===== src/rtl/core/frame_pacing_gate_defines.svh =====
// Assertion macros used by the frame pacing gate datapath.
`ifndef FRAME_PACING_GATE_DEFINES_SVH
`define FRAME_PACING_GATE_DEFINES_SVH

// Consequent must hold in the same cycle as the antecedent.
`define FPG_ASSERT_NOW(label, clk, rstn, ante, cons, msg) \
    label: assert property (@(posedge clk) disable iff (!(rstn)) (ante) |-> (cons)) \
        else $error(msg);

// Consequent must hold in the cycle after the antecedent.
`define FPG_ASSERT_NEXT(label, clk, rstn, ante, cons, msg) \
    label: assert property (@(posedge clk) disable iff (!(rstn)) (ante) |=> (cons)) \
        else $error(msg);

`endif


===== src/rtl/core/fpg_pkg.sv =====
`default_nettype none

package fpg_pkg;

    // Fixed sizes of the block.
    localparam int SLOT_COUNT = 8;
    localparam int SLOT_W     = $clog2(SLOT_COUNT);
    localparam int SCALE_W    = 20;
    localparam int ACC_W      = 21;
    localparam int SEQ_W      = 63;
    localparam int PEND_W     = 9;
    localparam int CRED_W     = 16;
    localparam int REV_W      = 32;
    localparam int FRAMES_W   = 9;
    localparam int ERR_W      = 3;
    localparam int CMD_W      = 3;
    localparam int IN_W       = 40;
    localparam int OUT_W      = 128;

    // Behavioural limits.
    localparam logic [6:0]         MAX_CONTROLLERS = 7'd8;
    localparam logic [SCALE_W-1:0] SCALE_ONE       = 20'd1000000;
    localparam logic [CRED_W-1:0]  MAX_STEPS       = 16'd256;

    // Command codes.
    localparam logic [CMD_W-1:0] CMD_TICK   = 3'd0;
    localparam logic [CMD_W-1:0] CMD_SET    = 3'd1;
    localparam logic [CMD_W-1:0] CMD_CLEAR  = 3'd2;
    localparam logic [CMD_W-1:0] CMD_QUEUE  = 3'd3;
    localparam logic [CMD_W-1:0] CMD_RESET  = 3'd4;

    // Error codes.
    localparam logic [ERR_W-1:0] ERR_OK        = 3'd0;
    localparam logic [ERR_W-1:0] ERR_INVALID   = 3'd1;
    localparam logic [ERR_W-1:0] ERR_LIMIT     = 3'd2;
    localparam logic [ERR_W-1:0] ERR_NOT_ZERO  = 3'd3;
    localparam logic [ERR_W-1:0] ERR_FULL      = 3'd4;
    localparam logic [ERR_W-1:0] ERR_EXHAUSTED = 3'd5;

    // Commands from the controller to the datapath.
    typedef struct packed {
        logic latch_in;
        logic exec;
        logic scan_step;
        logic apply;
        logic load_out;
    } fpg_cmd_t;

    // Status from the datapath to the controller.
    typedef struct packed {
        logic need_scan;
        logic scan_last;
    } fpg_stat_t;

    // Revision increment that never lands on zero.
    function automatic logic [REV_W-1:0] bump_rev(input logic [REV_W-1:0] r);
        bump_rev = (r == {REV_W{1'b1}}) ? {{(REV_W-1){1'b0}}, 1'b1} : r + 1'b1;
    endfunction

endpackage

`default_nettype wire


===== src/rtl/core/fpg_ctrl.sv =====
`default_nettype none

module fpg_ctrl (
    input  wire logic              aclk,
    input  wire logic              aresetn,
    input  wire logic              s_tvalid,
    output logic                   s_tready,
    output logic                   m_tvalid,
    input  wire logic              m_tready,
    input  wire fpg_pkg::fpg_stat_t stat,
    output fpg_pkg::fpg_cmd_t      cmd
);

    localparam logic [2:0] ST_IDLE  = 3'd0;
    localparam logic [2:0] ST_EXEC  = 3'd1;
    localparam logic [2:0] ST_SCAN  = 3'd2;
    localparam logic [2:0] ST_APPLY = 3'd3;
    localparam logic [2:0] ST_DONE  = 3'd4;

    logic [2:0] state_reg, state_next;
    logic       out_full_reg, out_full_next;

    assign s_tready = (state_reg == ST_IDLE);
    assign m_tvalid = out_full_reg;

    // Sequencing of one item through execute, optional scan and apply, and result load.
    always_comb begin
        state_next = state_reg;
        cmd        = '0;
        unique case (state_reg)
            ST_IDLE: begin
                if (s_tvalid) begin
                    cmd.latch_in = 1'b1;
                    state_next   = ST_EXEC;
                end
            end
            ST_EXEC: begin
                cmd.exec   = 1'b1;
                state_next = stat.need_scan ? ST_SCAN : ST_DONE;
            end
            ST_SCAN: begin
                cmd.scan_step = 1'b1;
                if (stat.scan_last) begin
                    state_next = ST_APPLY;
                end
            end
            ST_APPLY: begin
                cmd.apply  = 1'b1;
                state_next = ST_DONE;
            end
            ST_DONE: begin
                if (!out_full_reg || m_tready) begin
                    cmd.load_out = 1'b1;
                    state_next   = ST_IDLE;
                end
            end
            default: begin
                state_next = ST_IDLE;
            end
        endcase
    end

    // The output register is full from load until the item is taken.
    always_comb begin
        out_full_next = out_full_reg;
        if (cmd.load_out) begin
            out_full_next = 1'b1;
        end else if (m_tready) begin
            out_full_next = 1'b0;
        end
    end

    always_ff @(posedge aclk) begin
        if (!aresetn) begin
            state_reg    <= ST_IDLE;
            out_full_reg <= 1'b0;
        end else begin
            state_reg    <= state_next;
            out_full_reg <= out_full_next;
        end
    end

endmodule

`default_nettype wire


===== src/rtl/core/fpg_datapath.sv =====
`default_nettype none
`include "frame_pacing_gate_defines.svh"

module fpg_datapath #(
    parameter logic [6:0]                  MAX_CONTROLLERS = fpg_pkg::MAX_CONTROLLERS,
    parameter logic [fpg_pkg::SCALE_W-1:0] SCALE_ONE       = fpg_pkg::SCALE_ONE,
    parameter logic [fpg_pkg::CRED_W-1:0]  MAX_STEPS       = fpg_pkg::MAX_STEPS
) (
    input  wire logic                        aclk,
    input  wire logic                        aresetn,
    input  wire logic [fpg_pkg::IN_W-1:0]    s_tdata,
    output logic      [fpg_pkg::OUT_W-1:0]   m_tdata,
    input  wire fpg_pkg::fpg_cmd_t           cmd,
    output fpg_pkg::fpg_stat_t               stat
);

    localparam int SUM_W = fpg_pkg::CRED_W + 1;

    // Latched input item.
    logic [fpg_pkg::CMD_W-1:0]    op_reg;
    logic [fpg_pkg::SLOT_W-1:0]   slot_reg;
    logic [fpg_pkg::SCALE_W-1:0]  req_reg;
    logic [fpg_pkg::FRAMES_W-1:0] frames_reg;
    logic                         pause_reg;

    // Block state.
    logic [fpg_pkg::SLOT_COUNT-1:0] valid_reg, valid_next;
    logic [fpg_pkg::SCALE_W-1:0]    slot_scale_reg [fpg_pkg::SLOT_COUNT];
    logic [fpg_pkg::SCALE_W-1:0]    scale_reg, scale_next;
    logic [fpg_pkg::REV_W-1:0]      revision_reg, revision_next;
    logic [fpg_pkg::SEQ_W-1:0]      seq_reg, seq_next;
    logic [fpg_pkg::CRED_W-1:0]     pending_reg, pending_next;
    logic [fpg_pkg::ACC_W-1:0]      acc_reg, acc_next;

    // Per-item working registers.
    logic                         adv_reg, adv_next;
    logic [fpg_pkg::ERR_W-1:0]    err_reg, err_next;
    logic [fpg_pkg::SLOT_W-1:0]   idx_reg, idx_next;
    logic [fpg_pkg::SCALE_W-1:0]  min_reg, min_next;
    logic [fpg_pkg::OUT_W-1:0]    out_reg;

    logic                         wr_en;
    logic [fpg_pkg::SLOT_W-1:0]   rd_addr;
    logic [fpg_pkg::SCALE_W-1:0]  rd_scale;
    logic                         slot_valid;
    logic [6:0]                   held_cnt;
    logic                         at_limit;
    logic [21:0]                  acc_add;
    logic [SUM_W-1:0]             pend_sum;
    logic [fpg_pkg::SEQ_W:0]      seq_sum;
    logic                         bad_frames;
    logic                         not_holder;

    // One read port on the slot scales: the scan index while scanning, else the slot.
    assign rd_addr    = cmd.scan_step ? idx_reg : slot_reg;
    assign rd_scale   = slot_scale_reg[rd_addr];
    assign slot_valid = valid_reg[slot_reg];
    assign held_cnt   = 7'($countones(valid_reg));
    assign at_limit   = !slot_valid && (held_cnt >= MAX_CONTROLLERS);

    // Arithmetic for tick and queue checks.
    assign acc_add    = 22'(acc_reg) + 22'(scale_reg);
    assign pend_sum   = SUM_W'(pending_reg) + SUM_W'(frames_reg);
    assign seq_sum    = {1'b0, seq_reg} + 64'(frames_reg);
    assign bad_frames = (frames_reg == '0) ||
                        (fpg_pkg::CRED_W'(frames_reg) > MAX_STEPS);
    assign not_holder = (scale_reg != '0) || !slot_valid || (rd_scale != '0);

    // A set that is taken below full scale, or a release or clear of a held slot, needs a fresh minimum.
    always_comb begin
        stat.scan_last = (idx_reg == fpg_pkg::SLOT_W'(fpg_pkg::SLOT_COUNT - 1));
        stat.need_scan = 1'b0;
        case (op_reg)
            fpg_pkg::CMD_SET: begin
                if (req_reg == SCALE_ONE) begin
                    stat.need_scan = slot_valid;
                end else if (req_reg < SCALE_ONE) begin
                    stat.need_scan = !at_limit;
                end
            end
            fpg_pkg::CMD_CLEAR: begin
                stat.need_scan = slot_valid;
            end
            default: begin
                stat.need_scan = 1'b0;
            end
        endcase
    end

    // Execute, scan and apply steps.
    always_comb begin
        valid_next    = valid_reg;
        scale_next    = scale_reg;
        revision_next = revision_reg;
        seq_next      = seq_reg;
        pending_next  = pending_reg;
        acc_next      = acc_reg;
        adv_next      = adv_reg;
        err_next      = err_reg;
        idx_next      = idx_reg;
        min_next      = min_reg;
        wr_en         = 1'b0;

        if (cmd.exec) begin
            adv_next = 1'b0;
            err_next = fpg_pkg::ERR_OK;
            idx_next = '0;
            min_next = SCALE_ONE;
            case (op_reg)
                fpg_pkg::CMD_TICK: begin
                    if (pause_reg) begin
                        adv_next = 1'b0;
                    end else if (scale_reg == SCALE_ONE) begin
                        adv_next = 1'b1;
                    end else if (scale_reg == '0) begin
                        if (pending_reg != '0) begin
                            pending_next = pending_reg - 1'b1;
                            adv_next     = 1'b1;
                        end
                    end else if (acc_add >= 22'(SCALE_ONE)) begin
                        acc_next = fpg_pkg::ACC_W'(acc_add - 22'(SCALE_ONE));
                        adv_next = 1'b1;
                    end else begin
                        acc_next = fpg_pkg::ACC_W'(acc_add);
                    end
                end
                fpg_pkg::CMD_SET: begin
                    if (req_reg > SCALE_ONE) begin
                        err_next = fpg_pkg::ERR_INVALID;
                    end else if (req_reg == SCALE_ONE) begin
                        valid_next[slot_reg] = 1'b0;
                    end else if (at_limit) begin
                        err_next = fpg_pkg::ERR_LIMIT;
                    end else begin
                        valid_next[slot_reg] = 1'b1;
                        wr_en                = 1'b1;
                    end
                end
                fpg_pkg::CMD_CLEAR: begin
                    valid_next[slot_reg] = 1'b0;
                end
                fpg_pkg::CMD_QUEUE: begin
                    if (bad_frames) begin
                        err_next = fpg_pkg::ERR_INVALID;
                    end else if (not_holder) begin
                        err_next = fpg_pkg::ERR_NOT_ZERO;
                    end else if (pend_sum > SUM_W'(MAX_STEPS)) begin
                        err_next = fpg_pkg::ERR_FULL;
                    end else if (seq_sum[fpg_pkg::SEQ_W]) begin
                        err_next = fpg_pkg::ERR_EXHAUSTED;
                    end else begin
                        seq_next      = seq_sum[fpg_pkg::SEQ_W-1:0];
                        pending_next  = pend_sum[fpg_pkg::CRED_W-1:0];
                        revision_next = fpg_pkg::bump_rev(revision_reg);
                    end
                end
                fpg_pkg::CMD_RESET: begin
                    valid_next    = '0;
                    scale_next    = SCALE_ONE;
                    seq_next      = '0;
                    pending_next  = '0;
                    acc_next      = '0;
                    revision_next = fpg_pkg::bump_rev(revision_reg);
                end
                default: begin
                    err_next = fpg_pkg::ERR_INVALID;
                end
            endcase
        end

        // Serial minimum over the held slots, one slot a cycle.
        if (cmd.scan_step) begin
            if (valid_reg[idx_reg] && (rd_scale < min_reg)) begin
                min_next = rd_scale;
            end
            idx_next = idx_reg + 1'b1;
        end

        // Take the new minimum if it differs from the current scale.
        if (cmd.apply && (min_reg != scale_reg)) begin
            scale_next    = min_reg;
            revision_next = fpg_pkg::bump_rev(revision_reg);
            if (min_reg != '0) begin
                pending_next = '0;
            end
            if ((min_reg == '0) || (min_reg == SCALE_ONE)) begin
                acc_next = '0;
            end else begin
                acc_next = fpg_pkg::ACC_W'(SCALE_ONE - min_reg);
            end
        end
    end

    // Control and state registers.
    always_ff @(posedge aclk) begin
        if (!aresetn) begin
            valid_reg    <= '0;
            scale_reg    <= SCALE_ONE;
            revision_reg <= fpg_pkg::REV_W'(1);
            seq_reg      <= '0;
            pending_reg  <= '0;
            acc_reg      <= '0;
            idx_reg      <= '0;
        end else begin
            valid_reg    <= valid_next;
            scale_reg    <= scale_next;
            revision_reg <= revision_next;
            seq_reg      <= seq_next;
            pending_reg  <= pending_next;
            acc_reg      <= acc_next;
            idx_reg      <= idx_next;
        end
    end

    // Payload registers: input latch, slot scales, working values, result.
    always_ff @(posedge aclk) begin
        if (cmd.latch_in) begin
            op_reg     <= s_tdata[2:0];
            slot_reg   <= s_tdata[5:3];
            req_reg    <= s_tdata[25:6];
            frames_reg <= s_tdata[34:26];
            pause_reg  <= s_tdata[35];
        end
        if (wr_en) begin
            slot_scale_reg[slot_reg] <= req_reg;
        end
        adv_reg <= adv_next;
        err_reg <= err_next;
        min_reg <= min_next;
        if (cmd.load_out) begin
            out_reg <= {revision_reg, pending_reg[fpg_pkg::PEND_W-1:0], seq_reg, scale_reg,
                        err_reg, adv_reg};
        end
    end

    assign m_tdata = out_reg;

    `FPG_ASSERT_NOW(a_pending_bound, aclk, aresetn, cmd.load_out, (pending_reg <= MAX_STEPS), "pending credits above the step limit")
    `FPG_ASSERT_NOW(a_scan_wrapped, aclk, aresetn, cmd.apply, (idx_reg == '0), "slot scan did not cover every slot")
    `FPG_ASSERT_NOW(a_acc_idle, aclk, aresetn, ((scale_reg == '0) || (scale_reg == SCALE_ONE)), (acc_reg == '0), "accumulator not clear at a whole scale")
    `FPG_ASSERT_NEXT(a_rev_stable, aclk, aresetn, (!cmd.exec && !cmd.apply), $stable(revision_reg), "revision moved outside execute or apply")

endmodule

`default_nettype wire


===== src/rtl/core/frame_pacing_gate.sv =====
`default_nettype none

// Channel | Direction | tdata fields (lowest bit first)
// s_      | in        | command 3, controller 3, scale_request 20, step frames 9,
//         |           | external_pause 1, zero fill 4 (40 bits)
// m_      | out       | advance 1, error_code 3, effective_scale 20, step_count 63,
//         |           | queued credits 9, revision_out 32 (128 bits)
//
// A tick, queue, reset run, rejected set or release of an empty slot passes through
// accept, execute and result load. A set that is taken, or the release of a held slot,
// also runs the serial minimum scan over the eight requester slots (one slot a cycle)
// and an apply step before the result load.
// Reset (aresetn low, synchronous) clears all requests and the output full flag.
// A new item is accepted while a finished result still waits on m_; the block stalls
// only when a second result is ready before the first is taken.

module frame_pacing_gate #(
    parameter logic [6:0]                  MAX_CONTROLLERS = fpg_pkg::MAX_CONTROLLERS,
    parameter logic [fpg_pkg::SCALE_W-1:0] SCALE_ONE       = fpg_pkg::SCALE_ONE,
    parameter logic [fpg_pkg::CRED_W-1:0]  MAX_STEPS       = fpg_pkg::MAX_STEPS
) (
    input  wire logic                       aclk,
    input  wire logic                       aresetn,
    input  wire logic                       s_tvalid,
    output logic                            s_tready,
    // command, controller, scale_request, step frames, external_pause, zero fill
    input  wire logic [fpg_pkg::IN_W-1:0]   s_tdata,
    output logic                            m_tvalid,
    input  wire logic                       m_tready,
    // advance, error_code, effective_scale, step_count, queued credits, revision_out
    output logic      [fpg_pkg::OUT_W-1:0]  m_tdata
);

    fpg_pkg::fpg_cmd_t  cmd;
    fpg_pkg::fpg_stat_t stat;

    // Sequencer.
    fpg_ctrl u_ctrl (
        .aclk     (aclk),
        .aresetn  (aresetn),
        .s_tvalid (s_tvalid),
        .s_tready (s_tready),
        .m_tvalid (m_tvalid),
        .m_tready (m_tready),
        .stat     (stat),
        .cmd      (cmd)
    );

    // State, arithmetic and result register.
    fpg_datapath #(
        .MAX_CONTROLLERS (MAX_CONTROLLERS),
        .SCALE_ONE       (SCALE_ONE),
        .MAX_STEPS       (MAX_STEPS)
    ) u_datapath (
        .aclk    (aclk),
        .aresetn (aresetn),
        .s_tdata (s_tdata),
        .m_tdata (m_tdata),
        .cmd     (cmd),
        .stat    (stat)
    );

endmodule

`default_nettype wire

===== config.mk =====
export PLATFORM = sky130hd
export DESIGN_NAME = frame_pacing_gate
export DESIGN_NICKNAME = d
export VERILOG_FILES = /design/src/rtl/core/fpg_pkg.sv /design/src/rtl/core/fpg_ctrl.sv /design/src/rtl/core/fpg_datapath.sv /design/src/rtl/core/frame_pacing_gate.sv
export VERILOG_INCLUDE_DIRS = /design/src /design/src/rtl/core
export SDC_FILE = /design/constraint.sdc
export NUM_CORES = 1
export LEC_CHECK = 0
export BUFFER_PORTS_ARGS = -buffer_cell sky130_fd_sc_hd__buf_4
export CAP_MARGIN = 20
export CORE_MARGIN = 1.5
export CORE_UTILIZATION = 40
export DETAILED_ROUTE_END_ITERATION = 6
export GPL_TIMING_DRIVEN = 0
export PLACE_DENSITY = 0.58
export RECOVER_POWER = 100
export SLEW_MARGIN = 20
export SYNTH_ARGS = -nofsm -noshare
export SYNTH_HDL_FRONTEND = slang
export SYNTH_SLANG_ARGS = --single-unit

===== constraint.sdc =====
create_clock -name aclk -period 11.9 [get_ports aclk]
set_input_delay 1.19 -clock aclk [delete_from_list [all_inputs] [get_ports aclk]]
set_output_delay 1.19 -clock aclk [all_outputs]
set_load 0.01 [all_outputs]

==> metrics.cfg, run 1 <==
[global_route]
grt-busiest-layer = met2
gr-usage-all-layers = 0.217
gr-total-overflow = 0
antenna_found_initial = 0
grt_start_max_net_pins = 54
grt_pass1_wl_um = 107000
use_met3 = 0.0275
grt_pass1_vias = 18600
use_met2 = 0.373
grt_util_met1 = 0.280

[timing]
hold_viol = 0
max_freq_ghz = 0.130
rsz0062_at_grt = no
setup_viol = 0
timing.slew.headroom = -0.943
fin_crit_ps = 7670
tightest_slew_ps = 2910
clock-skew-final_ps = 38.3
setup_tns_ps = 0
slew_violations = 151
fin_crit_sh = 0.645

[floorplan]
die_y_um = 251
ios = 174
coreArea_mm2 = 0.0607
start_util = 0.407
die-area_mm2 = 0.0632
die_x_um = 251
rows = 90

[synth]
ys.flop_type = edfxtp_1
synth_warnings = 0
synth_area_mm2 = 0.0247
synthSimpleGateAreaFrac = 0.161
ys_seq_area_frac = 0.550
synth_compound_area_frac = 0.127
async_reset_ff_frac = 0
synth_edf_count = 328
synthAdderAreaFrac = 0.0416
yosys.area.top_type = edfxtp_1
synth.top_cells.by_area = edfxtp_1, dfxtp_1, ha_1, nand2_1, nor2_1
avgSynthCellArea_um2 = 10.7
muxShareOfSynthArea = 0.0404
synth_top_area_frac = 0.399
ys_ff_latch = 515
synth_top_family_by_area = simple AND/OR/NAND/NOR gates
ys_types = 80
syn_inst = 2306
synth.net_count = 2428
synthXorXnorAreaFrac = 0.0465

[critical_path]
r2r_start = u_ctrl.state_reg[0]$_SDFFE_PN0P_
cp_data_arrival_time_ps = 8150
crit_chain = clkbuf_1 -> nor4bb_1 -> clkbuf_1 -> a21o_1 -> clkbuf_1 -> clkbuf_1 -> mux4_2 -> mux2i_1 -> o2111ai_1 -> nor2_1 -> nor4b_1 -> nor2_1 -> clkbuf_1 -> nor4b_1 -> xnor2_1 -> nor2_1
startpoint = u_ctrl.state_reg[0]$_SDFFE_PN0P_
crit_top_cell = clkbuf_1
worstPathRequired_ps = 12370
slowest_stage = nor4b_1
critical_path.max_fanout = 10
worst_setup_path_start_kind = flop
endpoint_kind = flop
critPathKind = reg2reg
critPathMaxStageDelay_ps = 1870

[min_path]
holdCritPathClass = reg2reg
min-delay-start = u_datapath.err_reg[2]$_DFFE_PP_

[clocking]
clk_pin_slew_ps = 60
cts-resized-gates = 0
cts_tree = built
cts_sinks = 515
htree_levels = 2
clk_latency_ps = 620
cts_buffers = 56
clock_path_buffers = 3
cts_setup_buffers = 0
cts_hold_buf = 0
root_buffer = clkbuf_16

[power]
internal_power_uw = 3120
p_leak_uw = 0.0102
p_sw_uw = 939
power_density_mw_per_mm2 = 143
swShare = 0.231
total_power_uw = 4060
pwr-share-comb = 0.071
power.share.sequential = 0.479
ir_drop_uv = 117
pwr-share-clk = 0.450

[routing]
drtIter0Drc = 1298
dr.pass1.iters = 7
vias = 19000
ant_nets = 0
drc = 0
routedWlPerCell_um = 20.8
viasPerCell = 5.66
wl_um = 70100

[final_layout]
layout-drive-gt1-share = 0.0705
layout_commonest_cell = edfxtp_1
synthToLayoutAreaGrowth_pct = 14.9
finalNonFillerCells = 3365
fillCellCount = 5659
nNetsFinal = 2662
fin_util = 0.467
final_cell_mix = edfxtp_1, clkbuf_1, nand2_1
largest_register_ffs = 160
diodes = 0

[placed_design]
hpwl_um = 51600
io_buffers = 169
dp_cells = 3260
gp_congestion = 0.937

[outcome]
status = finished with violations
violations = capacitance limit, slew limit

[job]
max_cap_viol_count = 5

kinds of logic after synthesis:
| family | after synthesis |
|---|---|
| compound gates | 483 |
| simple gates | 811 |
| mux | 74 |
| fa+ha+maj | 78 |
| xor+xnor | 131 |
| buf+inv | 214 |
| flops | 515 |
metal layers:
| metal | part of all wire | up-vias |
|---|---|---|
| li1 | - | 9027 |
| met1 | 0.43 | 9246 |
| met2 | 0.48 | 618 |
| met3 | 0.051 | 141 |
| met4 | 0.033 | 0 |
| met5 | 0 | - |
through the flow:
step	setup WS [ps]	instance area, um^2	hold slack [ps]
after CTS	5910	29000	401
final	4230	28400	403
after global placement	5460	26900	408
after floorplan	7090	24700	400
after detailed placement	5970	27000	408
after global routing	3830	28400	404
worst max-delay path, delay by kind of cell, from the launching register on:
kind	cells	cell delay, ps
mux	2	870
compound gates	2	620
flops	1	310
simple gates	6	3410
xor+xnor	1	170
buf+inv	5	2160
final timing paths:
kind,to,slack (ps),cells past startpoint
max,u_datapath.seq_reg[22]$_SDFFE_PN0P_,4230,16
min reg2reg,u_datapath.m_tdata[3]$_DFFE_PP_,400,0
min,u_datapath.m_tdata[3]$_DFFE_PP_,400,0
max reg2reg,u_datapath.seq_reg[22]$_SDFFE_PN0P_,4230,16
power by group through the flow:
stage	logic [uW]	registers (uW)	clock network, uW
final	289	1940	1830
after CTS	297	1940	1860
after detailed placement	296	1980	0
after floorplan	189	1970	0
after global placement	288	1980	0
after global routing	315	1950	1930
cells in the mapped netlist (26+ instances only):
cell type and count:
nor4_1 40, a21oi_1 131, mux2i_1 40, a211oi_1 56
or3_1 39, nor2_1 205, ha_1 71, clkbuf_1 96
and3_1 32, o21ai_0 95, inv_1 94, nand3_1 84
nand2_1 216, nor3_1 60, nand4_1 35, a21o_1 26
edfxtp_1 328, xor2_1 52, dfxtp_1 187, xnor2_1 79
area by class of cell:
class / instances / area [um^2] / share of cell area
clock buffers: 64 / 1430 / 0.0504
clock inverters: 37 / 508 / 0.0179
flip-flops and latches: 515 / 13600 / 0.479
inverters: 95 / 357 / 0.0126
well taps: 782 / 978 / 0.0345
plain buffers: 119 / 460 / 0.0162
multi-input cells: 1577 / 10300 / 0.361
repair buffers: 176 / 796 / 0.0280
No activity file was read; power rests on OpenSTA's default activity.
==> inputs of run 2 (changes only) <==
--- a/config.mk
+++ b/config.mk
@@ -6,13 +6,14 @@
 export SDC_FILE = /design/constraint.sdc
 export NUM_CORES = 1
 export LEC_CHECK = 0
+export ABC_AREA = 1
 export BUFFER_PORTS_ARGS = -buffer_cell sky130_fd_sc_hd__buf_4
 export CAP_MARGIN = 20
 export CORE_MARGIN = 1.5
 export CORE_UTILIZATION = 40
 export DETAILED_ROUTE_END_ITERATION = 6
 export GPL_TIMING_DRIVEN = 0
-export PLACE_DENSITY = 0.58
+export PLACE_DENSITY = 0.59
 export RECOVER_POWER = 100
 export SLEW_MARGIN = 20
 export SYNTH_ARGS = -nofsm -noshare
==> constraint.sdc (replaced) <==
create_clock -name aclk -period 7 [get_ports aclk]
set_input_delay 0.7 -clock aclk [delete_from_list [all_inputs] [get_ports aclk]]
set_output_delay 0.7 -clock aclk [all_outputs]
set_load 0.01 [all_outputs]
==> run 2 against run 1 <==
The run still ends with capacitance limit, slew limit left. Combinational power rose to 3.4 times the previous value. Area after synthesis up 15%. Global-route usage up 1.7 points. Register-to-register slack worse by 3000 ps. Count of clock-buffer cells in the layout up 4. Critical path type unchanged. First-iteration DRC count up 89%.
==> metrics.cfg, run 2 <==
[outcome]
status = finished with violations
violations = capacitance limit, slew limit

[critical_path]
r2r_cells = 17  ; +1
startpoint = u_ctrl.state_reg[1]$_SDFFE_PN0P_
rrSetupSlack_ps = 1250  ; -2980 ps
r2r-end = u_datapath.seq_reg[17]$_SDFFE_PN0P_
worstPathRequired_ps = 7490  ; -4880 ps
r2r_start = u_ctrl.state_reg[1]$_SDFFE_PN0P_
endpoint_kind = flop
critPathKind = reg2reg
worst_setup_path_start_kind = flop
cp_data_arrival_time_ps = 6240  ; -1910 ps
critical_path.max_fanout = 10  ; unchanged

[routing]
wl_um = 87300  ; +25%
drc = 0  ; unchanged
dr.pass1.iters = 5  ; -2
viasPerCell = 5.28  ; -6.6%
ant_nets = 0  ; unchanged
drtIter0Drc = 2453  ; +89%
vias = 24700  ; +30%
routedWlPerCell_um = 18.7  ; -10%

[floorplan]
die-area_mm2 = 0.0727  ; +15%
die_x_um = 270  ; +7.2%
start_util = 0.405  ; -0.00149
rows = 97  ; +7.8%
ios = 174  ; unchanged
coreArea_mm2 = 0.0701  ; +16%
die_y_um = 270  ; +7.2%

[clocking]
cts_setup_buffers = 0  ; unchanged
clk_pin_slew_ps = 60  ; about the same
cts_buffers = 56  ; unchanged
clock_path_buffers = 3  ; unchanged
cts_hold_buf = 0  ; unchanged
clk_latency_ps = 630  ; about the same
htree_levels = 2  ; unchanged
root_buffer = clkbuf_16
cts_tree = built
cts_sinks = 515  ; unchanged
cts-resized-gates = 0  ; unchanged

[final_layout]
final_cell_mix = nand2_1, inv_1, nand3_1
layout_commonest_cell = nand2_1
synthToLayoutAreaGrowth_pct = 13.6
diodes = 0  ; unchanged
largest_register_ffs = 160  ; unchanged
nNetsFinal = 3814  ; +43%
fin_util = 0.461  ; -0.00678
final_area_mm2 = 0.0323  ; +14%
layout-drive-gt1-share = 0.0616  ; -0.00883

[synth]
synth_warnings = 0  ; unchanged
ys_types = 62  ; -23%
synth_top_area_frac = 0.346  ; -0.0525
synth_edf_count = 328  ; unchanged
ys_ff_latch = 515  ; unchanged
synth_area_mm2 = 0.0284  ; +15%
yosysMostFrequentCell = nand2_1
synth.top_cells.by_area = edfxtp_1, dfxtp_1, nand2_1, nand3_1, inv_1
async_reset_ff_frac = 0  ; unchanged
syn_inst = 3442  ; +49%
avgSynthCellArea_um2 = 8.26  ; -23%
synth_commonest_cells = nand2_1, inv_1, nand3_1, edfxtp_1, nor2_1
yosys.area.top_type = edfxtp_1
ys_seq_area_frac = 0.478  ; -0.0724
synth.net_count = 3564  ; +47%
ys.flop_type = edfxtp_1

[timing]
fin_crit_sh = 0.822  ; +0.177
setup_viol = 0  ; unchanged
hold_viol = 0  ; unchanged
slew_violations = 73  ; -52%
clock-skew-final_ps = 30.9  ; -7.34 ps
setup_tns_ps = 0  ; unchanged
holdWs_ps = 267  ; -136 ps
timing.slew.headroom = -0.466  ; +0.477
max_freq_ghz = 0.174  ; +33%
tightest_slew_ps = 2190  ; -724 ps
rsz0062_at_grt = no
fin_crit_ps = 5750  ; -1920 ps

[min_path]
hold_end = u_datapath.req_reg[10]$_DFFE_PP_
whs_path_depth = 1  ; +1
min-delay-start = s_tdata[16]
holdCritPathClass = in2reg

[global_route]
gr-total-overflow = 0  ; unchanged
grt_pass1_wl_um = 134000  ; +25%
antenna_found_initial = 0  ; unchanged
grt_pass1_vias = 22600  ; +21%
grt_start_max_net_pins = 21  ; -61%
gr-usage-all-layers = 0.234  ; +0.0170

[placed_design]
gp_congestion = 0.946  ; +0.96%
hpwl_um = 66200  ; +28%
placed_area_mm2 = 0.0313  ; +16%
io_buffers = 169  ; unchanged

[power]
total_power_uw = 7500  ; +85%
ir_drop_uv = 237  ; +100%
p_leak_uw = 0.0127  ; +25%
power_density_mw_per_mm2 = 232  ; +62%

[job]
max_cap_viol_count = 4  ; -1

[run 2: report_power, final]
group	internal [uW]	total (uW)	switching [uW]
clock network	1820	3080	1250
logic	303	997	694
registers	3330	3420	92.8
[run 2: layout make-up]
type                            count  area, um^2
Tap cell                          940        1180
Fill cell                        7204       37800
Inverter                          433        1630
Sequential cell                   515       13600
Clock inverter                     30         412
Buffer                            133         823
Timing Repair Buffer              192         871
Multi-Input combinational cell   2361       12300
Clock buffer                       68        1500
[run 2: logic make-up after synthesis]
kind of cell	share of synthesized area
xor gates and xnor gates	0.0382
AOI/OAI and AO/OA	0.0892
and+or+nand+nor	0.272
buffers and inverters	0.0868
adders and majority gates	0.0362
DFF	0.478
[run 2: worst max-delay path by stage]
stage / to / cells past startpoint / slack (ps)
after detailed placement: u_datapath.slot_scale_reg[2][12]$_DFFE_PP_ / 10 / 2510
after global placement: u_datapath.m_tdata[93]$_DFFE_PP_ / 3 / -240
after CTS: u_datapath.slot_scale_reg[2][6]$_DFFE_PP_ / 10 / 2460
after global routing: u_datapath.seq_reg[42]$_SDFFE_PN0P_ / 17 / 1040
after floorplan: u_datapath.m_tdata[0]$_DFFE_PP_ / 2 / 1720
final: u_datapath.seq_reg[17]$_SDFFE_PN0P_ / 17 / 1250
[run 2: metrics by stage]
step / cells / worst slack (ps)
global placement: 4551 / -242
detailed placement: 4574 / 2510
global route: 4672 / 1040
CTS: 4672 / 2460
finish: 4672 / 1250
floorplan: 3442 / 1720
[run 2: critical path, cell delays in order (launching register included)]
cell and delay, ps:
dfxtp_1 300, clkbuf_1 320, nand2_1 200, clkbuf_1 350
o21ai_0 680, clkbuf_1 580, nand3_1 150, nand2_1 240
nand2_1 140, nor2_1 180, nand2_1 80, nor2_1 310
nand4_1 490, nand2_1 960, nand2_8 230, buf_6 240
nand2_1 70, a21oi_1 70
[run 2: metal layers]
metal / part of all wire / up-vias / track usage
met4: 0.021 / 0 / 0.0572
met1: 0.48 / 11600 / 0.349
met2: 0.43 / 823 / 0.356
met5: 0 / - / 0
met3: 0.067 / 122 / 0.0346
li1: - / 12200 / -
==> inputs of run 3 (changes only) <==
==> constraint.sdc (replaced) <==
create_clock -name aclk -period 5.1 [get_ports aclk]
set_input_delay 0.51 -clock aclk [delete_from_list [all_inputs] [get_ports aclk]]
set_output_delay 0.51 -clock aclk [all_outputs]
set_load 0.01 [all_outputs]
==> run 3 against run 2 <==
The flow still finishes with violations (capacitance limit, slew limit). Final cell count did not move. Via count is 0.17% lower. Highest routed layer unchanged. Largest power group unchanged. Clock skew rose by 1.2 ps. Die area stayed put. Largest cell class unchanged. Critical endpoint is now u_datapath.slot_scale_reg[1][3]$_DFFE_PP_. Sequential share of layout area down 0.065 points. Global-route usage unchanged.
==> metrics.cfg, run 3 (synthesized netlist as in run 2, its figures left out) <==
[placed_design]
gp_congestion = 0.946  ; unchanged
hpwl_um = 66200  ; unchanged
io_buffers = 169  ; unchanged

[timing]
fin_crit_ps = 4740  ; -1020 ps
clock-skew-final_ps = 32.1  ; +1.19 ps
slew_violations = 10  ; -86%
setup_viol = 0  ; unchanged
tightest_slew_ps = 1770  ; -424 ps
rsz0062_at_grt = no
setup_tns_ps = 0  ; unchanged
timing.slew.headroom = -0.188  ; +0.278
fin_crit_sh = 0.929  ; +0.107
hold_viol = 0  ; unchanged
max_freq_ghz = 0.211  ; +21%

[global_route]
grt_pass1_wl_um = 134000  ; unchanged
grt_start_max_net_pins = 21  ; unchanged
gr-usage-all-layers = 0.234  ; unchanged
grt_pass1_vias = 22600  ; unchanged
antenna_found_initial = 0  ; unchanged
gr-total-overflow = 0  ; unchanged

[critical_path]
critPathKind = reg2reg
critPathMaxStageDelay_ps = 1070  ; +110 ps
worst_setup_path_start_kind = flop
crit_cells = 11  ; -6
crit_chain = ha_1 -> fa_1 -> inv_1 -> fa_1 -> inv_1 -> ha_1 -> fa_1 -> nand2_1 -> nand4_1 -> nor2_1 -> clkbuf_2
critical_path.max_fanout = 11  ; +1
critical_path.top_delay_family = adder cells
path_buf_inv = 3  ; -1
endpoint_kind = flop
slowest_stage = nor2_1
r2r-end = u_datapath.slot_scale_reg[1][3]$_DFFE_PP_
rrSetupSlack_ps = 360  ; -880 ps
cp_data_arrival_time_ps = 5020  ; -1220 ps
crit_top_cell = fa_1
r2r_cells = 11  ; -6
setup.worst_path.end = u_datapath.slot_scale_reg[1][3]$_DFFE_PP_
worstPathRequired_ps = 5380  ; -2110 ps

[routing]
ant_nets = 0  ; unchanged
viasPerCell = 5.27  ; -0.17%
routedWlPerCell_um = 18.7  ; +0.12%
wl_um = 87400  ; +0.12%
route.met3.wl_um = 6470  ; +11%
drc = 0  ; unchanged
vias = 24600  ; -0.17%
highest_layer = met4
drtIter0Drc = 2266  ; -7.6%
dr.pass1.iters = 6  ; +1
wl_met1_um = 41400  ; -1.3%
dr_wl_met2_um = 37700  ; about the same

[final_layout]
ff_latch_area_mm2 = 0.0136  ; unchanged
layout_commonest_cell = nand2_1
layout-drive-gt1-share = 0.0667  ; +0.00509
synthToLayoutAreaGrowth_pct = 13.8
largest_register_ffs = 160  ; unchanged
diodes = 0  ; unchanged
multi_input_area_mm2 = 0.0124  ; +0.34%
final_cell_mix = nand2_1, inv_1, nand3_1
fillCellCount = 7195  ; -0.12%
nNetsFinal = 3814  ; unchanged

[clocking]
root_buffer = clkbuf_16
clock_path_buffers = 3  ; unchanged
clk_latency_ps = 630  ; about the same
htree_levels = 2  ; unchanged
cts_sinks = 515  ; unchanged
cts_tree = built
cts_hold_buf = 0  ; unchanged
cts-resized-gates = 0  ; unchanged
cts_buffers = 56  ; unchanged
clk_pin_slew_ps = 60  ; about the same
cts_setup_buffers = 0  ; unchanged

[min_path]
holdCritPathClass = in2reg

[floorplan]
coreArea_mm2 = 0.0701  ; unchanged
rows = 97  ; unchanged
die-area_mm2 = 0.0727  ; unchanged
ios = 174  ; unchanged
die_y_um = 270  ; unchanged
die_x_um = 270  ; unchanged
start_util = 0.405  ; unchanged

[power]
p_leak_uw = 0.0127  ; +0.32%
ir_drop_uv = 326  ; +38%
total_power_uw = 10300  ; +37%
power_density_mw_per_mm2 = 318  ; +37%

[outcome]
violations = capacitance limit, slew limit
status = finished with violations

[job]
max_cap_viol_count = 1  ; -3

## run 3: worst register-to-register path, cell delays in order (launching register included)
cell and delay [ps]:
dfxtp_1 360, ha_1 250, fa_1 540, inv_1 60
fa_1 530, inv_1 40, ha_1 200, fa_1 390
nand2_1 100, nand4_1 310, nor2_1 1070, clkbuf_2 530
## run 3: cell type report
| cell class | count | share of cell area |
|---|---|---|
| Buffer | 133 | 0.0246 |
| Clock buffer | 68 | 0.0463 |
| Clock inverter | 30 | 0.0127 |
| Inverter | 433 | 0.0502 |
| Multi-Input combinational cell | 2361 | 0.382 |
| Sequential cell | 515 | 0.420 |
| Tap cell | 940 | 0.0363 |
| Timing Repair Buffer | 192 | 0.0280 |
## run 3: power by group
group          internal (uW)  total, uW  leakage, uW  switching [uW]
logic                    416       1370      0.00732             956
clock network           2500       4220     0.000926            1720
registers               4570       4700      0.00450             128
## run 3: worst min-delay path by stage
| stage | from | endpoint | slack, ps | cells after the start |
|---|---|---|---|---|
| after detailed placement | u_datapath.err_reg[2]$_DFFE_PP_ | u_datapath.m_tdata[3]$_DFFE_PP_ | 400 | 0 |
| after floorplan | u_datapath.adv_reg$_SDFFCE_PP0P_ | u_datapath.m_tdata[0]$_DFFE_PP_ | 400 | 0 |
| after CTS | s_tdata[35] | u_datapath.pause_reg$_DFFE_PP_ | 20 | 1 |
| after global placement | u_datapath.adv_reg$_SDFFCE_PP0P_ | u_datapath.m_tdata[0]$_DFFE_PP_ | 400 | 0 |
| after global routing | s_tdata[35] | u_datapath.pause_reg$_DFFE_PP_ | 40 | 1 |
| final | s_tdata[16] | u_datapath.req_reg[10]$_DFFE_PP_ | 80 | 1 |
## run 3: per-stage QoR
stage	worst slack [ps]	area, um^2	hold WS [ps]	cells	util
after floorplan	8.36	28500	400	3442	-
after global placement	-1950	30900	404	4551	0.440
after detailed placement	613	31300	405	4574	0.446
after CTS	558	33200	17.6	4672	0.473
after global routing	57.2	32400	43.1	4672	0.461
final	363	32400	76.8	4672	0.461
## run 3: routing by layer
metal,GRT usage,up-vias
met4,0.0572,0
li1,-,12200
met2,0.356,843
met3,0.0346,120
met1,0.349,11500
met5,0,-
